File: src/rtl/gbnr_pkg.sv
// ----------------------------------------------------------------------------
// gbnr_pkg: shared types and constants for the go-back-N frame receiver
// Field widths, sequence constants, character codes, verdict codes, records, CRC step.
// ----------------------------------------------------------------------------
package gbnr_pkg;

  // Field widths
  localparam int SEQ_W     = 14;
  localparam int CRC_W     = 16;
  localparam int HCRC_W    = 17;
  localparam int BYTE_W    = 8;
  localparam int VERDICT_W = 3;

  // Sequence numbering
  localparam logic [SEQ_W-1:0] SEQ_MAX         = SEQ_W'(9999);
  localparam logic [SEQ_W-1:0] START_SEQ_RESET = SEQ_W'(1000);

  // Default frame size limit
  localparam int DEFAULT_MAX_FRAME_BYTES = 256;

  // CRC-16/XMODEM polynomial
  localparam logic [CRC_W-1:0] CRC_POLY = 16'h1021;

  // Character codes
  localparam logic [BYTE_W-1:0] CHAR_0    = 8'h30;
  localparam logic [BYTE_W-1:0] CHAR_9    = 8'h39;
  localparam logic [BYTE_W-1:0] CHAR_DATA = 8'h4D;  // 'M'
  localparam logic [BYTE_W-1:0] CHAR_ACK  = 8'h41;  // 'A'

  // Verdict codes
  typedef enum logic [VERDICT_W-1:0] {
    VERDICT_DELIVER    = 3'd0,
    VERDICT_DUPLICATE  = 3'd1,
    VERDICT_OUT_OF_ORD = 3'd2,
    VERDICT_BAD_CRC    = 3'd3,
    VERDICT_BAD_HEADER = 3'd4,
    VERDICT_ACK        = 3'd5
  } verdict_t;

  // One received byte as held in the input register
  typedef struct packed {
    logic [BYTE_W-1:0] rx_byte;
    logic              frame_end;
  } byte_item_t;

  // One frame verdict record
  typedef struct packed {
    verdict_t           verdict;
    logic [SEQ_W-1:0]   frame_sequence;
    logic               send_ack;
    logic               deliver_payload;
    logic [SEQ_W-1:0]   next_expected;
    logic [CRC_W-1:0]   computed_crc;
    logic [HCRC_W-1:0]  header_crc;
  } result_t;

  // Bitwise CRC-16/XMODEM update over one byte, MSB first
  function automatic logic [CRC_W-1:0] crc_byte(input logic [CRC_W-1:0] crc_in,
                                                input logic [BYTE_W-1:0] data);
    logic [CRC_W-1:0]  c;
    logic [BYTE_W-1:0] x;
    c = crc_in;
    x = data;
    for (int k = 0; k < BYTE_W; k++) begin
      if (x[BYTE_W-1] ^ c[CRC_W-1]) begin
        c = {c[CRC_W-2:0], 1'b0} ^ CRC_POLY;
      end else begin
        c = {c[CRC_W-2:0], 1'b0};
      end
      x = {x[BYTE_W-2:0], 1'b0};
    end
    return c;
  endfunction

endpackage

File: src/rtl/gbnr_ifs.sv
// ----------------------------------------------------------------------------
// gbnr_ifs: valid/ready channels of the go-back-N frame receiver
// Byte input channel, verdict output channel and configuration write channel.
// ----------------------------------------------------------------------------

// Received frame bytes
interface gbnr_byte_if;
  logic                        valid;
  logic                        ready;
  logic [gbnr_pkg::BYTE_W-1:0] rx_byte;
  logic                        frame_end;

  modport source (output valid, output rx_byte, output frame_end, input ready);
  modport sink   (input valid, input rx_byte, input frame_end, output ready);
endinterface

// Frame verdicts
interface gbnr_result_if;
  logic                        valid;
  logic                        ready;
  gbnr_pkg::verdict_t          verdict;
  logic [gbnr_pkg::SEQ_W-1:0]  frame_sequence;
  logic                        send_ack;
  logic                        deliver_payload;
  logic [gbnr_pkg::SEQ_W-1:0]  next_expected;
  logic [gbnr_pkg::CRC_W-1:0]  computed_crc;
  logic [gbnr_pkg::HCRC_W-1:0] header_crc;

  modport source (output valid, output verdict, output frame_sequence, output send_ack,
                  output deliver_payload, output next_expected, output computed_crc,
                  output header_crc, input ready);
  modport sink   (input valid, input verdict, input frame_sequence, input send_ack,
                  input deliver_payload, input next_expected, input computed_crc,
                  input header_crc, output ready);
endinterface

// Start sequence register writes
interface gbnr_cfg_if;
  logic                       valid;
  logic                       ready;
  logic [gbnr_pkg::SEQ_W-1:0] start_sequence;

  modport source (output valid, output start_sequence, input ready);
  modport sink   (input valid, input start_sequence, output ready);
endinterface

File: src/rtl/go_back_n_frame_receiver_core.sv
// ----------------------------------------------------------------------------
// go_back_n_frame_receiver_core: go-back-N frame receiver
// Parses frame headers, checks CRC-16/XMODEM and tracks the expected sequence.
// ----------------------------------------------------------------------------
// Usage:
//   rx  : one frame byte per transaction, frame_end set on the last byte.
//   res : one verdict transaction per frame, issued for the byte with
//         frame_end; other bytes produce nothing on this channel.
//   cfg : writes start_sequence (saturated to 9999); it also becomes the
//         expected sequence and the frame in progress is discarded. Write only
//         while no frame is in progress and no verdict is pending.
// Throughput: one byte per cycle unless a frame end waits on a held verdict. The
//   whole per-byte update (header digits, one-byte CRC step, verdict compare) sits
//   between the input register and the frame state / verdict register.
// Verdict path: the last byte passes the input register and then the verdict
//   register before its verdict appears on res; a held verdict can stall it.
// Reset: expected sequence 1000, no frame in progress, both registers empty.
// Stall: while a verdict waits on res, payload bytes keep flowing; a further
//   frame end waits in the input register and rx.ready drops behind it.
// ----------------------------------------------------------------------------
module go_back_n_frame_receiver_core #(
  parameter int MAX_FRAME_BYTES = gbnr_pkg::DEFAULT_MAX_FRAME_BYTES
) (
  input  logic          clk,
  input  logic          rst,
  gbnr_byte_if.sink     rx,
  gbnr_result_if.source res,
  gbnr_cfg_if.sink      cfg
);

  logic                 item_valid;
  gbnr_pkg::byte_item_t item;
  logic                 item_take;
  logic                 out_free;
  gbnr_pkg::result_t    result;

  // Configuration writes are always taken
  assign cfg.ready = 1'b1;

  // A frame end moves on only when the output register has room
  assign item_take = item_valid && (!item.frame_end || out_free);

  gbnr_in_reg u_in_reg (
    .clk        (clk),
    .rst        (rst),
    .rx         (rx),
    .item_valid (item_valid),
    .item       (item),
    .item_take  (item_take)
  );

  gbnr_frame #(
    .MAX_FRAME_BYTES (MAX_FRAME_BYTES)
  ) u_frame (
    .clk       (clk),
    .rst       (rst),
    .cfg_we    (cfg.valid),
    .cfg_value (cfg.start_sequence),
    .step      (item_take),
    .item      (item),
    .result    (result)
  );

  gbnr_out_reg u_out_reg (
    .clk      (clk),
    .rst      (rst),
    .load     (item_take && item.frame_end),
    .result   (result),
    .out_free (out_free),
    .res      (res)
  );

endmodule

File: src/rtl/gbnr_in_reg.sv
// ----------------------------------------------------------------------------
// gbnr_in_reg: input register
// Holds one received byte until the frame logic takes it.
// ----------------------------------------------------------------------------
module gbnr_in_reg (
  input  logic                 clk,
  input  logic                 rst,
  gbnr_byte_if.sink            rx,
  output logic                 item_valid,
  output gbnr_pkg::byte_item_t item,
  input  logic                 item_take
);

  // Refill whenever empty or being drained this cycle
  assign rx.ready = !item_valid || item_take;

  always_ff @(posedge clk) begin
    if (rst) begin
      item_valid <= 1'b0;
    end else if (rx.ready) begin
      item_valid <= rx.valid;
    end
  end

  // Payload, no reset
  always_ff @(posedge clk) begin
    if (rx.valid && rx.ready) begin
      item.rx_byte   <= rx.rx_byte;
      item.frame_end <= rx.frame_end;
    end
  end

endmodule

File: src/rtl/gbnr_frame.sv
// ----------------------------------------------------------------------------
// gbnr_frame: frame parser, CRC and sequence tracking
// Updates the per-frame state for one byte per cycle while bytes are taken, and forms the verdict.
// ----------------------------------------------------------------------------
module gbnr_frame #(
  parameter int MAX_FRAME_BYTES = gbnr_pkg::DEFAULT_MAX_FRAME_BYTES
) (
  input  logic                       clk,
  input  logic                       rst,
  input  logic                       cfg_we,
  input  logic [gbnr_pkg::SEQ_W-1:0] cfg_value,
  input  logic                       step,
  input  gbnr_pkg::byte_item_t       item,
  output gbnr_pkg::result_t          result
);

  localparam int POS_W = $clog2(MAX_FRAME_BYTES);
  localparam logic [POS_W-1:0] POS_LAST  = POS_W'(MAX_FRAME_BYTES - 1);
  localparam logic [POS_W-1:0] POS_TYPE  = POS_W'(4);
  localparam logic [POS_W-1:0] POS_DATA  = POS_W'(10);
  localparam logic [POS_W-1:0] POS_ACKOK = POS_W'(5);

  // Frame state
  logic [POS_W-1:0]            pos;
  logic [gbnr_pkg::SEQ_W-1:0]  seq_acc;
  logic [gbnr_pkg::BYTE_W-1:0] ftype;
  logic [gbnr_pkg::HCRC_W-1:0] crc_acc;
  logic [gbnr_pkg::CRC_W-1:0]  crc;
  logic                        zero_seen;
  logic                        digits_ok;
  logic [gbnr_pkg::SEQ_W-1:0]  expected;

  logic [POS_W-1:0]            pos_next;
  logic [gbnr_pkg::SEQ_W-1:0]  seq_acc_next;
  logic [gbnr_pkg::BYTE_W-1:0] ftype_next;
  logic [gbnr_pkg::HCRC_W-1:0] crc_acc_next;
  logic [gbnr_pkg::CRC_W-1:0]  crc_next;
  logic                        zero_seen_next;
  logic                        digits_ok_next;
  logic [gbnr_pkg::SEQ_W-1:0]  expected_next;

  logic                        is_digit;
  logic [gbnr_pkg::BYTE_W-1:0] digit_raw;
  logic [3:0]                  digit;
  logic [gbnr_pkg::SEQ_W-1:0]  cfg_sat;

  assign is_digit  = (item.rx_byte >= gbnr_pkg::CHAR_0) && (item.rx_byte <= gbnr_pkg::CHAR_9);
  assign digit_raw = item.rx_byte - gbnr_pkg::CHAR_0;
  assign digit     = digit_raw[3:0];
  assign cfg_sat   = (cfg_value > gbnr_pkg::SEQ_MAX) ? gbnr_pkg::SEQ_MAX : cfg_value;

  // Per-byte state update; bytes from position MAX_FRAME_BYTES-1 on are dropped
  always_comb begin
    pos_next       = pos;
    seq_acc_next   = seq_acc;
    ftype_next     = ftype;
    crc_acc_next   = crc_acc;
    crc_next       = crc;
    zero_seen_next = zero_seen;
    digits_ok_next = digits_ok;
    if (pos != POS_LAST) begin
      priority if (pos < POS_TYPE) begin
        if (is_digit) begin
          seq_acc_next = (seq_acc << 3) + (seq_acc << 1) + gbnr_pkg::SEQ_W'(digit);
        end else begin
          digits_ok_next = 1'b0;
        end
      end else if (pos == POS_TYPE) begin
        ftype_next = item.rx_byte;
      end else if (pos < POS_DATA) begin
        if (ftype == gbnr_pkg::CHAR_DATA) begin
          if (is_digit) begin
            crc_acc_next = (crc_acc << 3) + (crc_acc << 1) + gbnr_pkg::HCRC_W'(digit);
          end else begin
            digits_ok_next = 1'b0;
          end
        end
      end else if (!zero_seen) begin
        if (item.rx_byte == '0) begin
          zero_seen_next = 1'b1;
        end else begin
          crc_next = gbnr_pkg::crc_byte(crc, item.rx_byte);
        end
      end
      pos_next = pos + POS_W'(1);
    end
  end

  // Verdict from the state including this byte
  always_comb begin
    result         = '0;
    expected_next  = expected;
    result.verdict = gbnr_pkg::VERDICT_BAD_HEADER;
    if (ftype_next == gbnr_pkg::CHAR_ACK && pos_next >= POS_ACKOK && digits_ok_next) begin
      result.verdict        = gbnr_pkg::VERDICT_ACK;
      result.frame_sequence = seq_acc_next;
    end else if (ftype_next == gbnr_pkg::CHAR_DATA && pos_next >= POS_DATA
                 && digits_ok_next) begin
      result.frame_sequence = seq_acc_next;
      result.computed_crc   = crc_next;
      result.header_crc     = crc_acc_next;
      priority if (crc_acc_next != gbnr_pkg::HCRC_W'(crc_next)) begin
        result.verdict = gbnr_pkg::VERDICT_BAD_CRC;
      end else if (seq_acc_next == expected) begin
        result.verdict = gbnr_pkg::VERDICT_DELIVER;
        expected_next  = (expected == gbnr_pkg::SEQ_MAX) ? '0
                                                         : expected + gbnr_pkg::SEQ_W'(1);
      end else if (seq_acc_next < expected) begin
        result.verdict = gbnr_pkg::VERDICT_DUPLICATE;
      end else begin
        result.verdict = gbnr_pkg::VERDICT_OUT_OF_ORD;
      end
    end
    result.send_ack        = (result.verdict == gbnr_pkg::VERDICT_DELIVER) ||
                             (result.verdict == gbnr_pkg::VERDICT_DUPLICATE);
    result.deliver_payload = (result.verdict == gbnr_pkg::VERDICT_DELIVER);
    result.next_expected   = expected_next;
  end

  // State registers; a frame end or a register write starts a fresh frame
  always_ff @(posedge clk) begin
    if (rst || cfg_we || (step && item.frame_end)) begin
      pos       <= '0;
      seq_acc   <= '0;
      ftype     <= '0;
      crc_acc   <= '0;
      crc       <= '0;
      zero_seen <= 1'b0;
      digits_ok <= 1'b1;
    end else if (step) begin
      pos       <= pos_next;
      seq_acc   <= seq_acc_next;
      ftype     <= ftype_next;
      crc_acc   <= crc_acc_next;
      crc       <= crc_next;
      zero_seen <= zero_seen_next;
      digits_ok <= digits_ok_next;
    end
  end

  // Expected sequence number
  always_ff @(posedge clk) begin
    if (rst) begin
      expected <= gbnr_pkg::START_SEQ_RESET;
    end else if (cfg_we) begin
      expected <= cfg_sat;
    end else if (step && item.frame_end) begin
      expected <= expected_next;
    end
  end

endmodule

File: src/rtl/gbnr_out_reg.sv
// ----------------------------------------------------------------------------
// gbnr_out_reg: verdict output register
// Holds one verdict until the downstream side takes it.
// ----------------------------------------------------------------------------
module gbnr_out_reg (
  input  logic              clk,
  input  logic              rst,
  input  logic              load,
  input  gbnr_pkg::result_t result,
  output logic              out_free,
  gbnr_result_if.source     res
);

  gbnr_pkg::result_t held;

  assign out_free = !res.valid || res.ready;

  always_ff @(posedge clk) begin
    if (rst) begin
      res.valid <= 1'b0;
    end else if (load) begin
      res.valid <= 1'b1;
    end else if (res.ready) begin
      res.valid <= 1'b0;
    end
  end

  // Payload, no reset
  always_ff @(posedge clk) begin
    if (load) begin
      held <= result;
    end
  end

  assign res.verdict         = held.verdict;
  assign res.frame_sequence  = held.frame_sequence;
  assign res.send_ack        = held.send_ack;
  assign res.deliver_payload = held.deliver_payload;
  assign res.next_expected   = held.next_expected;
  assign res.computed_crc    = held.computed_crc;
  assign res.header_crc      = held.header_crc;

endmodule
File: src/flat_wrapper.sv
// flat-port wrapper written by rule: the top's interface ports become plain ports
module go_back_n_frame_receiver_core_flat 
#(
  parameter int MAX_FRAME_BYTES = gbnr_pkg::DEFAULT_MAX_FRAME_BYTES
)
  (clk, rst, rx_valid, rx_rx_byte, rx_frame_end, rx_ready, res_valid, res_verdict, res_frame_sequence, res_send_ack, res_deliver_payload, res_next_expected, res_computed_crc, res_header_crc, res_ready, cfg_valid, cfg_start_sequence, cfg_ready);
  gbnr_byte_if rx_i ();
  gbnr_result_if res_i ();
  gbnr_cfg_if cfg_i ();
  input  logic clk;
  input  logic rst;
  input wire logic [$bits(rx_i.valid)-1:0] rx_valid;
  input wire logic [$bits(rx_i.rx_byte)-1:0] rx_rx_byte;
  input wire logic [$bits(rx_i.frame_end)-1:0] rx_frame_end;
  output wire logic [$bits(rx_i.ready)-1:0] rx_ready;
  output wire logic [$bits(res_i.valid)-1:0] res_valid;
  output wire logic [$bits(res_i.verdict)-1:0] res_verdict;
  output wire logic [$bits(res_i.frame_sequence)-1:0] res_frame_sequence;
  output wire logic [$bits(res_i.send_ack)-1:0] res_send_ack;
  output wire logic [$bits(res_i.deliver_payload)-1:0] res_deliver_payload;
  output wire logic [$bits(res_i.next_expected)-1:0] res_next_expected;
  output wire logic [$bits(res_i.computed_crc)-1:0] res_computed_crc;
  output wire logic [$bits(res_i.header_crc)-1:0] res_header_crc;
  input wire logic [$bits(res_i.ready)-1:0] res_ready;
  input wire logic [$bits(cfg_i.valid)-1:0] cfg_valid;
  input wire logic [$bits(cfg_i.start_sequence)-1:0] cfg_start_sequence;
  output wire logic [$bits(cfg_i.ready)-1:0] cfg_ready;
  assign rx_i.valid = rx_valid;
  assign rx_i.rx_byte = rx_rx_byte;
  assign rx_i.frame_end = rx_frame_end;
  assign rx_ready = rx_i.ready;
  assign res_valid = res_i.valid;
  assign res_verdict = res_i.verdict;
  assign res_frame_sequence = res_i.frame_sequence;
  assign res_send_ack = res_i.send_ack;
  assign res_deliver_payload = res_i.deliver_payload;
  assign res_next_expected = res_i.next_expected;
  assign res_computed_crc = res_i.computed_crc;
  assign res_header_crc = res_i.header_crc;
  assign res_i.ready = res_ready;
  assign cfg_i.valid = cfg_valid;
  assign cfg_i.start_sequence = cfg_start_sequence;
  assign cfg_ready = cfg_i.ready;
  go_back_n_frame_receiver_core #(.MAX_FRAME_BYTES(MAX_FRAME_BYTES)) u_core (.clk(clk), .rst(rst), .rx(rx_i), .res(res_i), .cfg(cfg_i));
endmodule
File: config.mk
export PLATFORM = sky130hd
export DESIGN_NAME = go_back_n_frame_receiver_core_flat
export DESIGN_NICKNAME = d
export VERILOG_FILES = /design/src/rtl/gbnr_pkg.sv /design/src/rtl/gbnr_ifs.sv /design/src/rtl/go_back_n_frame_receiver_core.sv /design/src/rtl/gbnr_in_reg.sv /design/src/rtl/gbnr_frame.sv /design/src/rtl/gbnr_out_reg.sv /design/src/flat_wrapper.sv
export SDC_FILE = /design/constraint.sdc
export NUM_CORES = 1
export LEC_CHECK = 0
export BUFFER_PORTS_ARGS = -buffer_cell sky130_fd_sc_hd__buf_2
export CORE_MARGIN = 8
export CORE_UTILIZATION = 45
export CTS_CLUSTER_DIAMETER = 50
export DETAILED_ROUTE_END_ITERATION = 10
export PLACE_DENSITY_LB_ADDON = 0.08
export SYNTH_ARGS = -nofsm -noshare
export SYNTH_HDL_FRONTEND = slang
export SYNTH_SLANG_ARGS = --single-unit
File: constraint.sdc
create_clock -name clk -period 7.05 [get_ports clk]
set_input_delay 0.705 -clock clk [delete_from_list [all_inputs] [get_ports clk]]
set_output_delay 0.705 -clock clk [all_outputs]
set_load 0.05 [all_outputs]
==> metrics <==
clk_skew roughly 11 ps; fin crit share 83.67%; number of max-capacitance violations reported 0; die height ~160 microns; top-level I/O count 97; Fmax 169.5 MHz; arrival time worst endpoint 6220 ps; Yosys reg bits 156; max incr delay on CP approximately 550 ps; Leakage 4.410 nW; die area 26620 sq um; postcts setup bufs 0; I/O Buffers 95; CTS Buf Count 17; clock root cell clkbuf_16; Cells after Synth about 1100; Final HPWL DP between 15000 and 20000 microns; clk slew on worst S/H paths 70 ps; met1 WL 12990 microns; largest net degree at the start of global routing 64; Primary FF master, synth dfxtp_1; cell family with most CP delay simple AND/OR/NAND/NOR gates; Mapped Area between 9000 and 10000 sq um; Slowest cell on crit path fa_1; Clock Sinks 156; total grt overflow 0; vias in the first global route 7858; Crit path buffers/inverters 4; final hold violation count 0; ys async rst share 0%; antenna violations before repair 0; Slew @ Worst Pin 1256 ps; ANT nets after route 0; crit path max fanout 8; r2r setup slk 1150 ps; WL per Instance 18.27 microns; all-layer global routing usage 20.09%; Final setup viols 0; final setup TNS 0 ps; slew margin rel. 15.66%; drt total wl 26580 microns; crit path launch type flop; worst hold slack 449.2 ps; PostCTS Resize Cnt 0; hold_buf cts 0; PD cells 185.5 nW/um^2; Syn Area/Cell 8.959 sq um; fin nets 1261; Core Util, Final 50.90%; Initial Util 45.22%; highest routing layer actually used met4; H-tree lvl count 4; DR vias between 8000 and 9000; n_diodes 0; worst-case clock buffer depth 2; Max IR drop VDD approximately 0.16 mV; routed vias/inst 5.740; routability cong. approximately 0.87; layout cells sized above 1 13.53%; Core Region around 22000 sq um; status finished, final reports clean; DRC 0; Final min period 5899 ps; CP cell instances inv_1, fa_1, inv_1, ha_1, a21o_1, a21oi_1, o21ai_0, a21oi_1, o21ai_0, a21oi_1, o211ai_1, xor2_1, mux2i_1, inv_1, ha_1, nand3_1, nor4_1, buf_4, nand4_1, nor2_1, o21ai_0, or3b_1, or4_1, a31o_1; DR pass1 iterations 5; Seq/Total Area, Yosys 39.74%; count of cell types in the netlist 76; RSZ-0062 raised after global routing no; routed length on met3 1745 microns; DRT iter0 DRCs 606; met2 wire length 11400 microns; Clk Latency, worst-skew pair 430 ps; CTS tree done; Post-Syn Nets 1187; area grow syn2layout 12.55%; YS warnings 0; fin. max-slew vios 0; Hold Crit Class input pin to flop; Row Count 54; CP endpoint kind flop; global-route wire length before repair between 40000 and 50000 microns; Post-synth EDFFs 75; crit path kind flop to flop; CP Data Required Time 7370 ps; Die X 163.2 microns
## final timing paths
path / from / cells after the start / endpoint
worst max-delay path: u_core.u_in_reg.item[4] / 24 / u_core.u_frame.expected[3]
worst min-delay path: rx_rx_byte[5] / 1 / u_core.u_in_reg.item[6]
worst max register to register: u_core.u_in_reg.item[4] / 24 / u_core.u_frame.expected[3]
worst min register to register: u_core.u_frame.ftype[0] / 2 / u_core.u_frame.ftype[0]
## where the power goes
group	total [mW]	internal [mW]	leakage [nW]	switching [mW]
Clock	0.856	0.455	0.250	0.401
Combinational	0.191	0.0637	2.75	0.128
Sequential	0.988	0.967	1.41	0.0210
## kinds of logic after synthesis
kind of cell | Yosys count | synth area share [%]
AO/OA/AOI/OAI | 253 | 16.96
XOR/XNOR | 63 | 6.033
adder cells (fa/ha/maj) | 71 | 9.422
buffers and inverters | 105 | 4.313
flip-flops | 156 | 39.74
multiplexers | 35 | 3.607
other | 1 | 0.03847
AND/OR/NAND/NOR | 404 | 19.88
## sequential cells by signal (all words and copies together) (netlist names)
register,flops
u_core.u_out_reg.res.valid,1
u_core.u_frame.crc_acc,17
u_core.u_out_reg.res.deliver_payload,1
u_core.u_in_reg.item_valid,1
u_core.u_frame.pos,8
u_core.u_frame.expected,14
u_core.u_frame.crc,16
u_core.u_out_reg.res.verdict,3
u_core.u_in_reg.item,9
u_core.u_frame.ftype,8
u_core.u_frame.zero_seen,1
u_core.u_frame.digits_ok,1
u_core.u_out_reg.res.send_ack,1
u_core.u_out_reg.res.header_crc,17
u_core.u_out_reg.res.next_expected,14
u_core.u_frame.seq_acc,14
u_core.u_out_reg.res.computed_crc,16
u_core.u_out_reg.res.frame_sequence,14
## synth_stat cells (all sizes together), types with 12 or more instances
library cell | instances | area, sq um
xnor2 | 39 | 349.1
dfxtp | 81 | 1622
buf | 12 | 71.32
inv | 56 | 210.2
nor2 | 137 | 514.2
a21oi | 77 | 385.4
nand2 | 89 | 336.6
nor3 | 30 | 150.1
ha | 67 | 838.3
mux2i | 34 | 340.3
a211oi | 31 | 232.7
nand4 | 19 | 118.9
nor4 | 18 | 127.6
o21a | 12 | 90.09
o21ai | 53 | 265.3
edfxtp | 75 | 2252
xor2 | 22 | 192.7
clkbuf | 36 | 135.1
nand3 | 46 | 230.2
## per-layer routing
layer / track usage (%) / vias up
li1: - / 4116
met1: 29.10 / 3934
met2: 29.60 / 267
met3: 3.579 / 34
met4: 6.547 / 0
met5: 0 / -
## final cells by class
class                   count  area (sq um)
fillers                  2016         10580
multi-input cells         827          5456
flip-flops and latches    156          3874
repair buffers            103         535.5
clock buffers              17         425.4
well taps                 280         350.3
inverters                  57         214.0
clock inverters            15         115.1
## metrics by stage
stage | instances | setup slack, ps | power [mW] | cell area (sq um)
3_3_place_gp | 1423 | 1403 | 1.198 | 10430
4_1_cts | 1455 | 1161 | 2.053 | 10970
5_1_grt | 1455 | 737.9 | 2.110 | 10970
6_report | 1455 | 1151 | 2.035 | 10970
3_5_place_dp | 1423 | 1197 | 1.198 | 10430
2_1_floorplan | 1088 | 1469 | 1.142 | 9747
## cells in the final DEF, fill, tap and decap left out, types with 38 or more instances in the layout
cell / Yosys / layout
nor2_1: 137 / 137
xnor2_1: 38 / 38
o21ai_0: 52 / 52
buf_2: 6 / 95
edfxtp_1: 75 / 75
ha_1: 67 / 67
dfxtp_1: 81 / 81
a21oi_1: 77 / 77
nand2_1: 88 / 87
inv_1: 56 / 56
nand3_1: 46 / 46
Power figures use the tool's default switching activity.
